==> config.mk <==
export PLATFORM = sky130hd
export DESIGN_NAME = date_to_epoch_day_weekday_unit
export DESIGN_NICKNAME = d
export VERILOG_FILES = /design/src/hw/rtl/dted_pkg.sv /design/src/hw/rtl/dted_front.sv /design/src/hw/rtl/dted_count.sv /design/src/hw/rtl/dted_sum.sv /design/src/hw/rtl/dted_wday.sv /design/src/hw/rtl/date_to_epoch_day_weekday_unit.sv
export SDC_FILE = /design/constraint.sdc
export NUM_CORES = 1
export LEC_CHECK = 0
export ABC_AREA = 1
export BUFFER_PORTS_ARGS = -buffer_cell sky130_fd_sc_hd__buf_2
export CORE_MARGIN = 2
export CORE_UTILIZATION = 58
export DETAILED_ROUTE_END_ITERATION = 10
export GPL_TIMING_DRIVEN = 0
export PLACE_DENSITY = 0.83
export SYNTH_ARGS = -nofsm -noshare
export SYNTH_HDL_FRONTEND = slang
export SYNTH_SLANG_ARGS = --single-unit
==> constraint.sdc <==
create_clock -name aclk -period 7.1 [get_ports aclk]
set_clock_uncertainty 0.2 [all_clocks]
set_input_delay 1.42 -clock aclk [delete_from_list [all_inputs] [get_ports aclk]]
set_output_delay 1.42 -clock aclk [all_outputs]
set_load 0.05 [all_outputs]
==> src/hw/rtl/dted_pkg.sv <==
// Shared types, constants and calendar tables for the date to epoch-day block.
// Used by every module under hw/rtl; no dependencies of its own.
package dted_pkg;

    localparam logic [13:0] EPOCH_YEAR         = 14'd1970;
    localparam logic [12:0] LEAPS_BEFORE_EPOCH = 13'd477;
    localparam logic [22:0] DAYS_PER_YEAR      = 23'd365;
    // floor(x / 25) = (x * RECIP_25) >> Q25_SHIFT, exact for x < 4096
    localparam logic [24:0] RECIP_25           = 25'd5243;
    localparam int unsigned Q25_SHIFT          = 17;
    localparam logic [3:0]  MONTH_FEB          = 4'd2;
    localparam logic [3:0]  MONTH_DEC          = 4'd12;

    typedef enum logic [1:0] {
        ST_OK    = 2'd0,
        ST_YEAR  = 2'd1,
        ST_MONTH = 2'd2,
        ST_DAY   = 2'd3
    } status_t;

    // stage 1 -> stage 2
    typedef struct packed {
        status_t     status;
        logic [5:0]  day;
        logic        year_div4;
        logic [11:0] year_q4;
        logic [7:0]  year_q100;
        logic [13:0] year_off;
        logic [4:0]  month_len;
        logic [8:0]  days_before;
        logic        is_feb;
        logic        after_feb;
    } front_t;

    // stage 2 -> stage 3
    typedef struct packed {
        status_t     status;
        logic [22:0] year_days;
        logic [11:0] extra_days;
    } count_t;

    // stage 3 -> stage 4
    typedef struct packed {
        status_t     status;
        logic [22:0] days;
    } sum_t;

    function automatic logic [4:0] month_length(input logic [3:0] m);
        logic [4:0] len;
        case (m)
            4'd1, 4'd3, 4'd5, 4'd7, 4'd8, 4'd10, 4'd12: len = 5'd31;
            4'd4, 4'd6, 4'd9, 4'd11:                    len = 5'd30;
            4'd2:                                       len = 5'd28;
            default:                                    len = 5'd0;
        endcase
        return len;
    endfunction

    function automatic logic [8:0] days_before_month(input logic [3:0] m);
        logic [8:0] d;
        case (m)
            4'd1:    d = 9'd0;
            4'd2:    d = 9'd31;
            4'd3:    d = 9'd59;
            4'd4:    d = 9'd90;
            4'd5:    d = 9'd120;
            4'd6:    d = 9'd151;
            4'd7:    d = 9'd181;
            4'd8:    d = 9'd212;
            4'd9:    d = 9'd243;
            4'd10:   d = 9'd273;
            4'd11:   d = 9'd304;
            4'd12:   d = 9'd334;
            default: d = 9'd0;
        endcase
        return d;
    endfunction

endpackage

==> src/hw/rtl/dted_front.sv <==
// Stage 1: year and month checks, month tables, year/4 and year/100 quotient.
// Depends on dted_pkg.
module dted_front
    import dted_pkg::*;
(
    input  logic        aclk,
    input  logic        aresetn,
    input  logic        in_valid,
    output logic        in_ready,
    input  logic [5:0]  day_of_month,
    input  logic [3:0]  month_number,
    input  logic [13:0] year_number,
    output logic        out_valid,
    input  logic        out_ready,
    output front_t      out_data
);

    logic        valid_reg;
    front_t      data_reg;
    front_t      data_next;
    logic [24:0] q25_prod;

    always_comb begin
        q25_prod = {13'd0, year_number[13:2]} * RECIP_25;

        data_next.day         = day_of_month;
        data_next.year_div4   = (year_number[1:0] == 2'd0);
        data_next.year_q4     = year_number[13:2];
        data_next.year_q100   = q25_prod[Q25_SHIFT +: 8];
        data_next.year_off    = year_number - EPOCH_YEAR;
        data_next.month_len   = month_length(month_number);
        data_next.days_before = days_before_month(month_number);
        data_next.is_feb      = (month_number == MONTH_FEB);
        data_next.after_feb   = (month_number > MONTH_FEB);

        if (year_number < EPOCH_YEAR) begin
            data_next.status = ST_YEAR;
        end else if (month_number == 4'd0 || month_number > MONTH_DEC) begin
            data_next.status = ST_MONTH;
        end else begin
            data_next.status = ST_OK;
        end
    end

    assign in_ready  = !valid_reg || out_ready;
    assign out_valid = valid_reg;
    assign out_data  = data_reg;

    always_ff @(posedge aclk) begin
        if (!aresetn) begin
            valid_reg <= 1'b0;
        end else if (in_ready) begin
            valid_reg <= in_valid;
        end
    end

    always_ff @(posedge aclk) begin
        if (in_valid && in_ready) begin
            data_reg <= data_next;
        end
    end

endmodule

==> src/hw/rtl/dted_count.sv <==
// Stage 2: leap year, day check, day of year, leap count and year*365.
// Depends on dted_pkg.
module dted_count
    import dted_pkg::*;
(
    input  logic   aclk,
    input  logic   aresetn,
    input  logic   in_valid,
    output logic   in_ready,
    input  front_t in_data,
    output logic   out_valid,
    input  logic   out_ready,
    output count_t out_data
);

    logic        valid_reg;
    count_t      data_reg;
    count_t      data_next;
    logic [11:0] q100_x25;
    logic        div100;
    logic        leap;
    logic [4:0]  len;
    logic        day_ok;
    logic [8:0]  day_of_year;
    logic [12:0] extra;

    always_comb begin
        q100_x25 = {in_data.year_q100, 4'b0} + {1'b0, in_data.year_q100, 3'b0}
                 + {4'b0, in_data.year_q100};
        div100   = (in_data.year_q4 == q100_x25);
        leap     = in_data.year_div4 && (!div100 || in_data.year_q100[1:0] == 2'd0);
        len      = in_data.month_len + {4'b0, in_data.is_feb && leap};
        day_ok   = (in_data.day != 6'd0) && (in_data.day <= {1'b0, len});

        day_of_year = in_data.days_before + {8'b0, in_data.after_feb && leap}
                    + {3'b0, in_data.day} - 9'd1;

        // leaps in 1..year-1 = q4 - q100 + q400 - leap(year)
        extra = {1'b0, in_data.year_q4} - {5'b0, in_data.year_q100}
              + {7'b0, in_data.year_q100[7:2]} - {12'b0, leap}
              - LEAPS_BEFORE_EPOCH + {4'b0, day_of_year};

        data_next.year_days  = {9'd0, in_data.year_off} * DAYS_PER_YEAR;
        data_next.extra_days = extra[11:0];
        if (in_data.status == ST_OK && !day_ok) begin
            data_next.status = ST_DAY;
        end else begin
            data_next.status = in_data.status;
        end
    end

    assign in_ready  = !valid_reg || out_ready;
    assign out_valid = valid_reg;
    assign out_data  = data_reg;

    always_ff @(posedge aclk) begin
        if (!aresetn) begin
            valid_reg <= 1'b0;
        end else if (in_ready) begin
            valid_reg <= in_valid;
        end
    end

    always_ff @(posedge aclk) begin
        if (in_valid && in_ready) begin
            data_reg <= data_next;
        end
    end

endmodule

==> src/hw/rtl/dted_sum.sv <==
// Stage 3: final day count, forced to zero on any error status.
// Depends on dted_pkg.
module dted_sum
    import dted_pkg::*;
(
    input  logic   aclk,
    input  logic   aresetn,
    input  logic   in_valid,
    output logic   in_ready,
    input  count_t in_data,
    output logic   out_valid,
    input  logic   out_ready,
    output sum_t   out_data
);

    logic valid_reg;
    sum_t data_reg;
    sum_t data_next;

    always_comb begin
        data_next.status = in_data.status;
        if (in_data.status == ST_OK) begin
            data_next.days = in_data.year_days + {11'd0, in_data.extra_days};
        end else begin
            data_next.days = 23'd0;
        end
    end

    assign in_ready  = !valid_reg || out_ready;
    assign out_valid = valid_reg;
    assign out_data  = data_reg;

    always_ff @(posedge aclk) begin
        if (!aresetn) begin
            valid_reg <= 1'b0;
        end else if (in_ready) begin
            valid_reg <= in_valid;
        end
    end

    always_ff @(posedge aclk) begin
        if (in_valid && in_ready) begin
            data_reg <= data_next;
        end
    end

endmodule

==> src/hw/rtl/dted_wday.sv <==
// Stage 4: weekday as (days + 4) mod 7 by octal digit folding; output register.
// Depends on dted_pkg.
module dted_wday
    import dted_pkg::*;
(
    input  logic        aclk,
    input  logic        aresetn,
    input  logic        in_valid,
    output logic        in_ready,
    input  sum_t        in_data,
    output logic        out_valid,
    input  logic        out_ready,
    output status_t     out_status,
    output logic [22:0] out_days,
    output logic [2:0]  out_weekday
);

    logic        valid_reg;
    status_t     status_reg;
    logic [22:0] days_reg;
    logic [2:0]  weekday_reg;
    logic [2:0]  weekday_next;
    logic [23:0] shifted;
    logic [5:0]  digit_sum;
    logic [3:0]  fold;

    always_comb begin
        shifted   = {1'b0, in_data.days} + 24'd4;
        digit_sum = 6'd0;
        // 8 = 1 mod 7: sum the octal digits
        for (int i = 0; i < 8; i++) begin
            digit_sum = digit_sum + {3'b0, shifted[3*i +: 3]};
        end
        fold = {1'b0, digit_sum[5:3]} + {1'b0, digit_sum[2:0]};
        if (in_data.status != ST_OK || fold >= 4'd14) begin
            weekday_next = 3'd0;
        end else if (fold >= 4'd7) begin
            weekday_next = 3'(fold - 4'd7);
        end else begin
            weekday_next = fold[2:0];
        end
    end

    assign in_ready    = !valid_reg || out_ready;
    assign out_valid   = valid_reg;
    assign out_status  = status_reg;
    assign out_days    = days_reg;
    assign out_weekday = weekday_reg;

    always_ff @(posedge aclk) begin
        if (!aresetn) begin
            valid_reg <= 1'b0;
        end else if (in_ready) begin
            valid_reg <= in_valid;
        end
    end

    always_ff @(posedge aclk) begin
        if (in_valid && in_ready) begin
            status_reg  <= in_data.status;
            days_reg    <= in_data.days;
            weekday_reg <= weekday_next;
        end
    end

endmodule

==> src/hw/rtl/date_to_epoch_day_weekday_unit.sv <==
// Gregorian date to day count since 1 January 1970 and weekday.
// Pipeline of four registered stages: dted_front, dted_count, dted_sum,
// dted_wday. Depends on dted_pkg.
//
// Input channel (s_): one request per date. tdata holds day_of_month,
// month_number and year_number. Output channel (m_): one result per request,
// in order, with status, days_since_epoch and weekday.
// Status: OK, year before 1970, bad month (0 or 13..15), bad day (0 or past the
// month's length, February 29 days in leap years). On any error the day count
// and weekday are zero; checks run year first, then month, then day.
// m_tvalid rises once a request has passed through to stage 4. Throughput: one
// request per cycle while m_tready is high; the four stage registers
// (leap-count multiply in stage 1, year*365 multiply in stage 2, final add in
// stage 3, mod-7 fold in stage 4) each hold one request.
// Stall: every stage keeps a valid bit and advances when the stage after it is
// empty or moving, so a low m_tready holds results in place and bubbles get
// squeezed out; s_tready drops only when all four stages are full and the
// output is stalled. Nothing is lost or repeated.
// Reset: aresetn low at a clock edge clears all stage valid bits; the data
// registers are not reset, and there is no warm-up after release.
module date_to_epoch_day_weekday_unit
    import dted_pkg::*;
(
    input  logic        aclk,
    input  logic        aresetn,
    input  logic        s_tvalid,
    output logic        s_tready,
    input  logic [23:0] s_tdata,   // [5:0] day_of_month, [9:6] month_number,
                                   // [23:10] year_number
    output logic        m_tvalid,
    input  logic        m_tready,
    output logic [31:0] m_tdata    // [1:0] status, [24:2] days_since_epoch,
                                   // [27:25] weekday, [31:28] zero
);

    logic        v1, r1;
    logic        v2, r2;
    logic        v3, r3;
    front_t      d1;
    count_t      d2;
    sum_t        d3;
    status_t     res_status;
    logic [22:0] res_days;
    logic [2:0]  res_weekday;

    // stage 1: checks on year and month, quotient of year/100
    dted_front u_front (
        .aclk         (aclk),
        .aresetn      (aresetn),
        .in_valid     (s_tvalid),
        .in_ready     (s_tready),
        .day_of_month (s_tdata[5:0]),
        .month_number (s_tdata[9:6]),
        .year_number  (s_tdata[23:10]),
        .out_valid    (v1),
        .out_ready    (r1),
        .out_data     (d1)
    );

    // stage 2: leap year, day check, leap count, year*365
    dted_count u_count (
        .aclk      (aclk),
        .aresetn   (aresetn),
        .in_valid  (v1),
        .in_ready  (r1),
        .in_data   (d1),
        .out_valid (v2),
        .out_ready (r2),
        .out_data  (d2)
    );

    // stage 3: total day count
    dted_sum u_sum (
        .aclk      (aclk),
        .aresetn   (aresetn),
        .in_valid  (v2),
        .in_ready  (r2),
        .in_data   (d2),
        .out_valid (v3),
        .out_ready (r3),
        .out_data  (d3)
    );

    // stage 4: weekday and output register
    dted_wday u_wday (
        .aclk        (aclk),
        .aresetn     (aresetn),
        .in_valid    (v3),
        .in_ready    (r3),
        .in_data     (d3),
        .out_valid   (m_tvalid),
        .out_ready   (m_tready),
        .out_status  (res_status),
        .out_days    (res_days),
        .out_weekday (res_weekday)
    );

    assign m_tdata = {4'd0, res_weekday, res_days, res_status};

`ifndef SYNTHESIS
    // drop input readiness only when the whole pipe is full and stalled
    a_ready_full: assert property (@(posedge aclk) disable iff (!aresetn)
        !s_tready |-> (v1 && v2 && v3 && m_tvalid && !m_tready))
        else $error("s_tready low with room in the pipeline");

    // a request leaving stage 1 must show up in stage 2
    a_advance: assert property (@(posedge aclk) disable iff (!aresetn)
        (v1 && r1) |=> v2)
        else $error("stage 1 request lost on its way to stage 2");

    a_error_zero: assert property (@(posedge aclk) disable iff (!aresetn)
        (m_tvalid && res_status != ST_OK) |-> (res_days == 23'd0 && res_weekday == 3'd0))
        else $error("nonzero result on error status");

    a_weekday_range: assert property (@(posedge aclk) disable iff (!aresetn)
        m_tvalid |-> (res_weekday != 3'd7))
        else $error("weekday out of range");
`endif

endmodule

==> results of run 1 <==
[power breakdown]
group / switching, mW / total, mW / internal, mW
registers: 0.118 / 1.45 / 1.34
logic: 3.56 / 5.78 / 2.22
clock network: 0.450 / 0.926 / 0.476
[cell usage in the layout (no fill, tap or decap), types with 6 or more instances in the layout]
master	Yosys	layout
inv_1	372	362
nand2_1	242	242
ha_1	236	231
edfxtp_1	147	147
fa_1	129	126
a21oi_1	101	96
nor2_1	87	83
nand3_1	77	73
buf_2	0	56
o21ai_0	51	48
xor2_1	42	42
xnor2_1	28	27
nand4_1	23	23
clkbuf_16	0	17
nor3_1	16	15
buf_4	4	15
inv_2	1	9
o21bai_1	8	8
nor2_2	4	7
a21o_1	6	6
nand3_2	2	6
o21a_1	6	6
[critical path: cells and delay by family (launching register included)]
family	cells	cell delay [ps]
DFF	1	410
AOI/OAI and AO/OA	2	270
and+or+nand+nor	9	900
xor gates and xnor gates	2	290
buffers and inverters	8	380
adders and majority gates	11	4250
[kinds of logic (layout without fill, tap and decap cells)]
logic type,after synthesis,after routing
AND/OR/NAND/NOR,475,475
buffers and inverters,381,482
adder cells (fa/ha/maj),365,365
AO/OA/AOI/OAI,193,193
flip-flops,151,151
XOR/XNOR,70,70
other,1,4
[how the worst max path moves through the flow]
stage | endpoint | from | depth (start not counted)
3_3_place_gp | u_count.out_data[8]$_DFFE_PP_ | u_front.out_data[34]$_DFFE_PP_ | 32
4_1_cts | u_count.out_data[8]$_DFFE_PP_ | u_front.out_data[30]$_DFFE_PP_ | 32
6_report | u_count.out_data[8]$_DFFE_PP_ | u_front.out_data[34]$_DFFE_PP_ | 32
2_1_floorplan | u_count.out_data[8]$_DFFE_PP_ | u_front.out_data[31]$_DFFE_PP_ | 32
3_5_place_dp | u_count.out_data[8]$_DFFE_PP_ | u_front.out_data[34]$_DFFE_PP_ | 32
5_1_grt | u_count.out_data[8]$_DFFE_PP_ | u_front.out_data[32]$_DFFE_PP_ | 30
[layer usage]
layer  GRT usage (%)  share of wire [%]  up-vias
li1                -                  -     5498
met1            28.9                 40     5371
met2            45.2                 52      349
met3            3.77                3.9      101
met4            11.2                4.0        0
met5               0                  0        -
[timing repair]
item                                    CTS  global route
endpoints found under the setup margin    4             7
setup buffers                             3             8
resized for setup                         3            38
pin swaps                                 0            22
[layout make-up]
cell class,count,area (µm²)
plain buffers,7,41.3
clock buffers,17,425
clock inverters,15,176
fillers,2034,9120
inverters,373,1400
multi-input cells,1107,9490
flip-flops and latches,151,4490
well taps,335,419
repair buffers,70,418
[state kept, by name, indices dropped and copies added, names as in the netlist]
name / cells
u_count.out_data: 37
u_wday.out_weekday: 3
u_front.out_valid: 1
u_front.out_data: 57
u_sum.out_valid: 1
u_sum.out_data: 25
u_wday.out_valid: 1
u_count.out_valid: 1
u_wday.out_days: 23
u_wday.out_status: 2
[metrics by stage]
step                total power [mW]  area [µm²]  setup WS (ps)
floorplan                       5.50       15300            471
global placement                6.53       16000           -147
detailed placement              6.75       16000           -322
CTS                             7.78       16700           10.6
global route                    8.95       16900           -156
finish                          8.16       16900            101
==> impl_metrics.json, run 1 <==
{
  "rr_endpoint": "u_count.out_data[8]$_DFFE_PP_",
  "routed_wl_mm": 34.0,
  "seq_area_frac_synth_pct": 29.4,
  "fin_util_pct": 64.9,
  "hold_viol": 0,
  "synthTopCellsByArea": "edfxtp_1 (29%), ha_1 (19%), fa_1 (17%)",
  "drcViolationCount": 0,
  "grt_usage_pct": 24.8,
  "syn_avg_cell_area_um2": 9.33,
  "fin_crit_sh_pct": 98.6,
  "die_y_um": 166,
  "yosysTopAreaCell": "edfxtp_1",
  "diodes": 0,
  "hp-start": "u_count.out_data[36]$_SDFFCE_PP1P_",
  "ant_nets": 0,
  "area_delta_synth_final_pct": 10.5,
  "antenna_found_initial": 0,
  "synth-xor-area-share_pct": 4.01,
  "insertion_delay_ps": 460,
  "cts_tree": "done",
  "routedWlPerCell_um": 16.4,
  "maxSlewHeadroom_pct": 40.0,
  "period_needed_ps": 7000,
  "boundaryPins": 62,
  "clock_sinks": 151,
  "dp.cells": 2032,
  "grt_pass1_wl_mm": 55.1,
  "vias": 11300,
  "finalSetupTns_ps": 0,
  "cellLeakagePower_nw": 8.39,
  "cp.arrival_ps": 6990,
  "synth_top_family_by_area": "adder cells",
  "globalRouteOverflowTotal": 0,
  "cp.required_ps": 7090,
  "io_buffers": 56,
  "criticalPathCategory": "flip-flop to flip-flop",
  "worst_setup_path_start_kind": "flip-flop",
  "holdWs_ps": 250,
  "slew_violations": 0,
  "synth_commonest_cells": "inv_1 (372), nand2_1 (242), ha_1 (236), edfxtp_1 (147), fa_1 (129)",
  "setup_viol": 0,
  "synth_top_area_share_pct": 28.9,
  "rrSetupSlack_ps": 100,
  "fmax_mhz": 143,
  "synth.most_common_cell": "inv_1",
  "run_status": "completed",
  "cts.htree.levels": 4,
  "nets": 2120,
  "holdPathStages": 0,
  "die_x_um": 166,
  "via_per_inst": 5.45,
  "min_path_type": "flip-flop to flip-flop",
  "synth-compound-area-share_pct": 6.94,
  "ys_types": 47,
  "path_clk_slew_ps": 70,
  "rows": 59,
  "start_util_pct": 58.8,
  "cap_violations": 0,
  "stdcell_count": 2075,
  "critPathCaptureType": "flip-flop",
  "ys_warn_count": 0,
  "tightest_slew_ps": 899,
  "cts_root_buf": "clkbuf_16",
  "synth-adder-area-share_pct": 36.2,
  "power_density_nw_per_um2": 484,
  "postSynth.asyncResetShare_pct": 0,
  "final_layout_size_suffix_gt1_share_pct": 9.31,
  "holdPathEnd": "u_sum.out_data[24]$_DFFE_PP_",
  "ctsHoldBuffers": 0,
  "crit_slowest_cell": "fa_2",
  "syn_inst": 1636,
  "synth_ff_type": "edfxtp_1",
  "synth_seq_cells": 151,
  "synth_mux_area_share_pct": 0,
  "core-area_um2": 26000,
  "cp_max_fo": 3,
  "r2r_cells": 32,
  "die-area_um2": 27600,
  "place_hpwl_mm": 27.0,
  "drt-initial-drc-count": 721,
  "reg2reg_from": "u_front.out_data[34]$_DFFE_PP_",
  "cts_buffers": 17,
  "syn_area_um2": 15300,
  "routabilityCongestion": 0.937,
  "max_stage_delay_ps": 560,
  "clk_path_buf_depth": 2,
  "drt_pre_antenna_iters": 5,
  "ir_drop_uv": 360,
  "yosys.area_share.simple_pct": 13.9,
  "crit_path_frequent_cell": "inv_2",
  "synth_edf_count": 147,
  "grt_pass1_vias": 11700,
  "grt_start_max_net_pins": 40
}
Note: power is estimated with default switching activity, not from simulation.
==> run 2: changes to the inputs <==
==> constraint.sdc (replaced) <==
create_clock -name aclk -period 7.1 [get_ports aclk]
set_clock_uncertainty 0.2 [all_clocks]
set_input_delay 0 -clock aclk [delete_from_list [all_inputs] [get_ports aclk]]
set_output_delay 0 -clock aclk [all_outputs]
set_load 0.05 [all_outputs]
==> run 2 against run 1 <==
Core utilization is 1.2 points higher. Clock-buffer cell count unchanged. Power rose by 0.29%. Routed wire length increased by 2.2%. First-iteration DRC count fell by 6.7%. Sequential share of layout area down 0.47 points. Critical endpoint unchanged.
==> impl_metrics.json, run 2 (same netlist as run 1, synthesis figures left out) <==
{
  "run_status": "completed",
  "stdcell_count": 2105,
  "wl_met3_mm": 1.27,
  "finalPower_mw": 8.18,
  "routedWlPerCell_um": 16.5,
  "holdPathEnd": "u_front.out_data[54]$_DFFE_PP_",
  "path_delay_family": "adder cells",
  "dp.cells": 2032,
  "power_density_nw_per_um2": 477,
  "insertion_delay_ps": 460,
  "area_delta_synth_final_pct": 12.4,
  "cts_tree": "done",
  "cts_root_buf": "clkbuf_16",
  "routabilityCongestion": 0.937,
  "criticalPathCategory": "flip-flop to flip-flop",
  "period_needed_ps": 7010,
  "grt_pass1_wl_mm": 56.0,
  "routed_wl_mm": 34.7,
  "tightest_slew_ps": 896,
  "crit_path_frequent_cell": "inv_2",
  "seq_power_share_pct": 17.8,
  "ant_nets": 0,
  "fin_crit_sh_pct": 98.7,
  "drt_pre_antenna_iters": 5,
  "holdPathStages": 2,
  "cts.htree.levels": 4,
  "diodes": 0,
  "start_util_pct": 58.8,
  "via_per_inst": 5.45,
  "antenna_found_initial": 0,
  "crit_slowest_cell": "fa_2",
  "grt_start_max_net_pins": 40,
  "grt_usage_pct": 25.2,
  "rr_endpoint": "u_count.out_data[8]$_DFFE_PP_",
  "power.internal_mw": 4.04,
  "place_hpwl_mm": 27.0,
  "largest_reg_flops": 57,
  "cp_max_fo": 3,
  "combPwrFrac_pct": 70.9,
  "vias": 11500,
  "globalRouteOverflowTotal": 0,
  "clk_path_buf_depth": 2,
  "fmax_mhz": 143,
  "cp.arrival_ps": 7000,
  "die_x_um": 166,
  "min_path_type": "primary input to flip-flop",
  "rrSetupSlack_ps": 90,
  "cap_violations": 0,
  "path_clk_slew_ps": 90,
  "slew_violations": 0,
  "die_y_um": 166,
  "drcViolationCount": 0,
  "cts_buffers": 17,
  "drt-initial-drc-count": 673,
  "hp-start": "s_tdata[3]",
  "route.met2.wl_mm": 18.3,
  "reg2reg_from": "u_front.out_data[34]$_DFFE_PP_",
  "cellLeakagePower_nw": 8.52,
  "nets": 2150,
  "switching_share_pct": 50.6,
  "routedLengthMet1_mm": 13.8,
  "cp.required_ps": 7090,
  "clkPwrFrac_pct": 11.4,
  "finalSetupTns_ps": 0,
  "hold_viol": 0,
  "path_buf_inv": 8,
  "r2r_cells": 32,
  "worst_setup_path_start_kind": "flip-flop",
  "power.switching_mw": 4.14,
  "maxSlewHeadroom_pct": 40.2,
  "setup_viol": 0,
  "nFillCells": 1975,
  "final_layout_size_suffix_gt1_share_pct": 9.15,
  "core-area_um2": 26000,
  "final_common_cell": "inv_1",
  "max_stage_delay_ps": 560,
  "die-area_um2": 27600,
  "io_buffers": 56,
  "rows": 59,
  "grt_pass1_vias": 11900,
  "final_cell_mix": "inv_1 (362), nand2_1 (242), ha_1 (231)",
  "ir_drop_uv": 358,
  "boundaryPins": 62,
  "top_layer": "met4",
  "critPathCaptureType": "flip-flop",
  "clock_sinks": 151
}
==> run 2: changes by cell type in the layout (fill, tap and decap cells not counted), sizes merged <==
cell / before / now
dlygate4sd3: 0 / 30
==> run 2: worst max path at each step <==
stage,startpoint,depth (start not counted),end
finish,u_front.out_data[34]$_DFFE_PP_,32,u_count.out_data[8]$_DFFE_PP_
global placement,u_front.out_data[34]$_DFFE_PP_,32,u_count.out_data[8]$_DFFE_PP_
floorplan,u_front.out_data[31]$_DFFE_PP_,32,u_count.out_data[8]$_DFFE_PP_
CTS,u_front.out_data[30]$_DFFE_PP_,32,u_count.out_data[8]$_DFFE_PP_
global route,u_front.out_data[32]$_DFFE_PP_,30,u_count.out_data[8]$_DFFE_PP_
detailed placement,u_front.out_data[34]$_DFFE_PP_,32,u_count.out_data[8]$_DFFE_PP_
==> run 2: layout make-up <==
class	instances	area [µm²]	share of cell area (%)
Clock buffer	17	425	2.48
Tap cell	335	419	2.44
Buffer	7	41.3	0.241
Sequential cell	151	4490	26.2
Multi-Input combinational cell	1107	9490	55.3
Inverter	373	1400	8.17
Clock inverter	15	176	1.03
Timing Repair Buffer	100	718	4.18
==> run 2: metal layers <==
metal  up-vias  global-route usage [%]
met5         -                       0
met4         0                    11.5
met3        98                    3.81
met2       340                    46.2
met1      5476                    29.1
li1       5552                       -
==> run 2: what timing repair did <==
item	4_1_cts	5_1_grt
pin swaps	0	22
hold endpoints to repair	74	0
resized for setup	3	38
gates cloned	0	0
hold buffers	30	0
setup buffers	3	8
endpoints found under the setup margin	4	7
==> run 2: metrics by stage <==
step	cell area (µm²)	utilization, %	hold WS (ps)	setup WS, ps
floorplan	15300	-	-101	471
global placement	16000	61.5	-22.0	-147
detailed placement	16000	61.7	-21.7	-322
CTS	17000	65.3	48.8	10.6
global route	17200	66.1	50.5	-182
finish	17200	66.1	49.4	94.2
==> run 2: power groups by stage <==
stage | sequential, mW | combinational, mW | clock, mW
2_1_floorplan | 1.44 | 4.05 | 0
3_3_place_gp | 1.47 | 5.06 | 0
3_5_place_dp | 1.48 | 5.27 | 0
4_1_cts | 1.45 | 5.41 | 0.933
5_1_grt | 1.46 | 6.54 | 0.970
6_report | 1.45 | 5.80 | 0.930
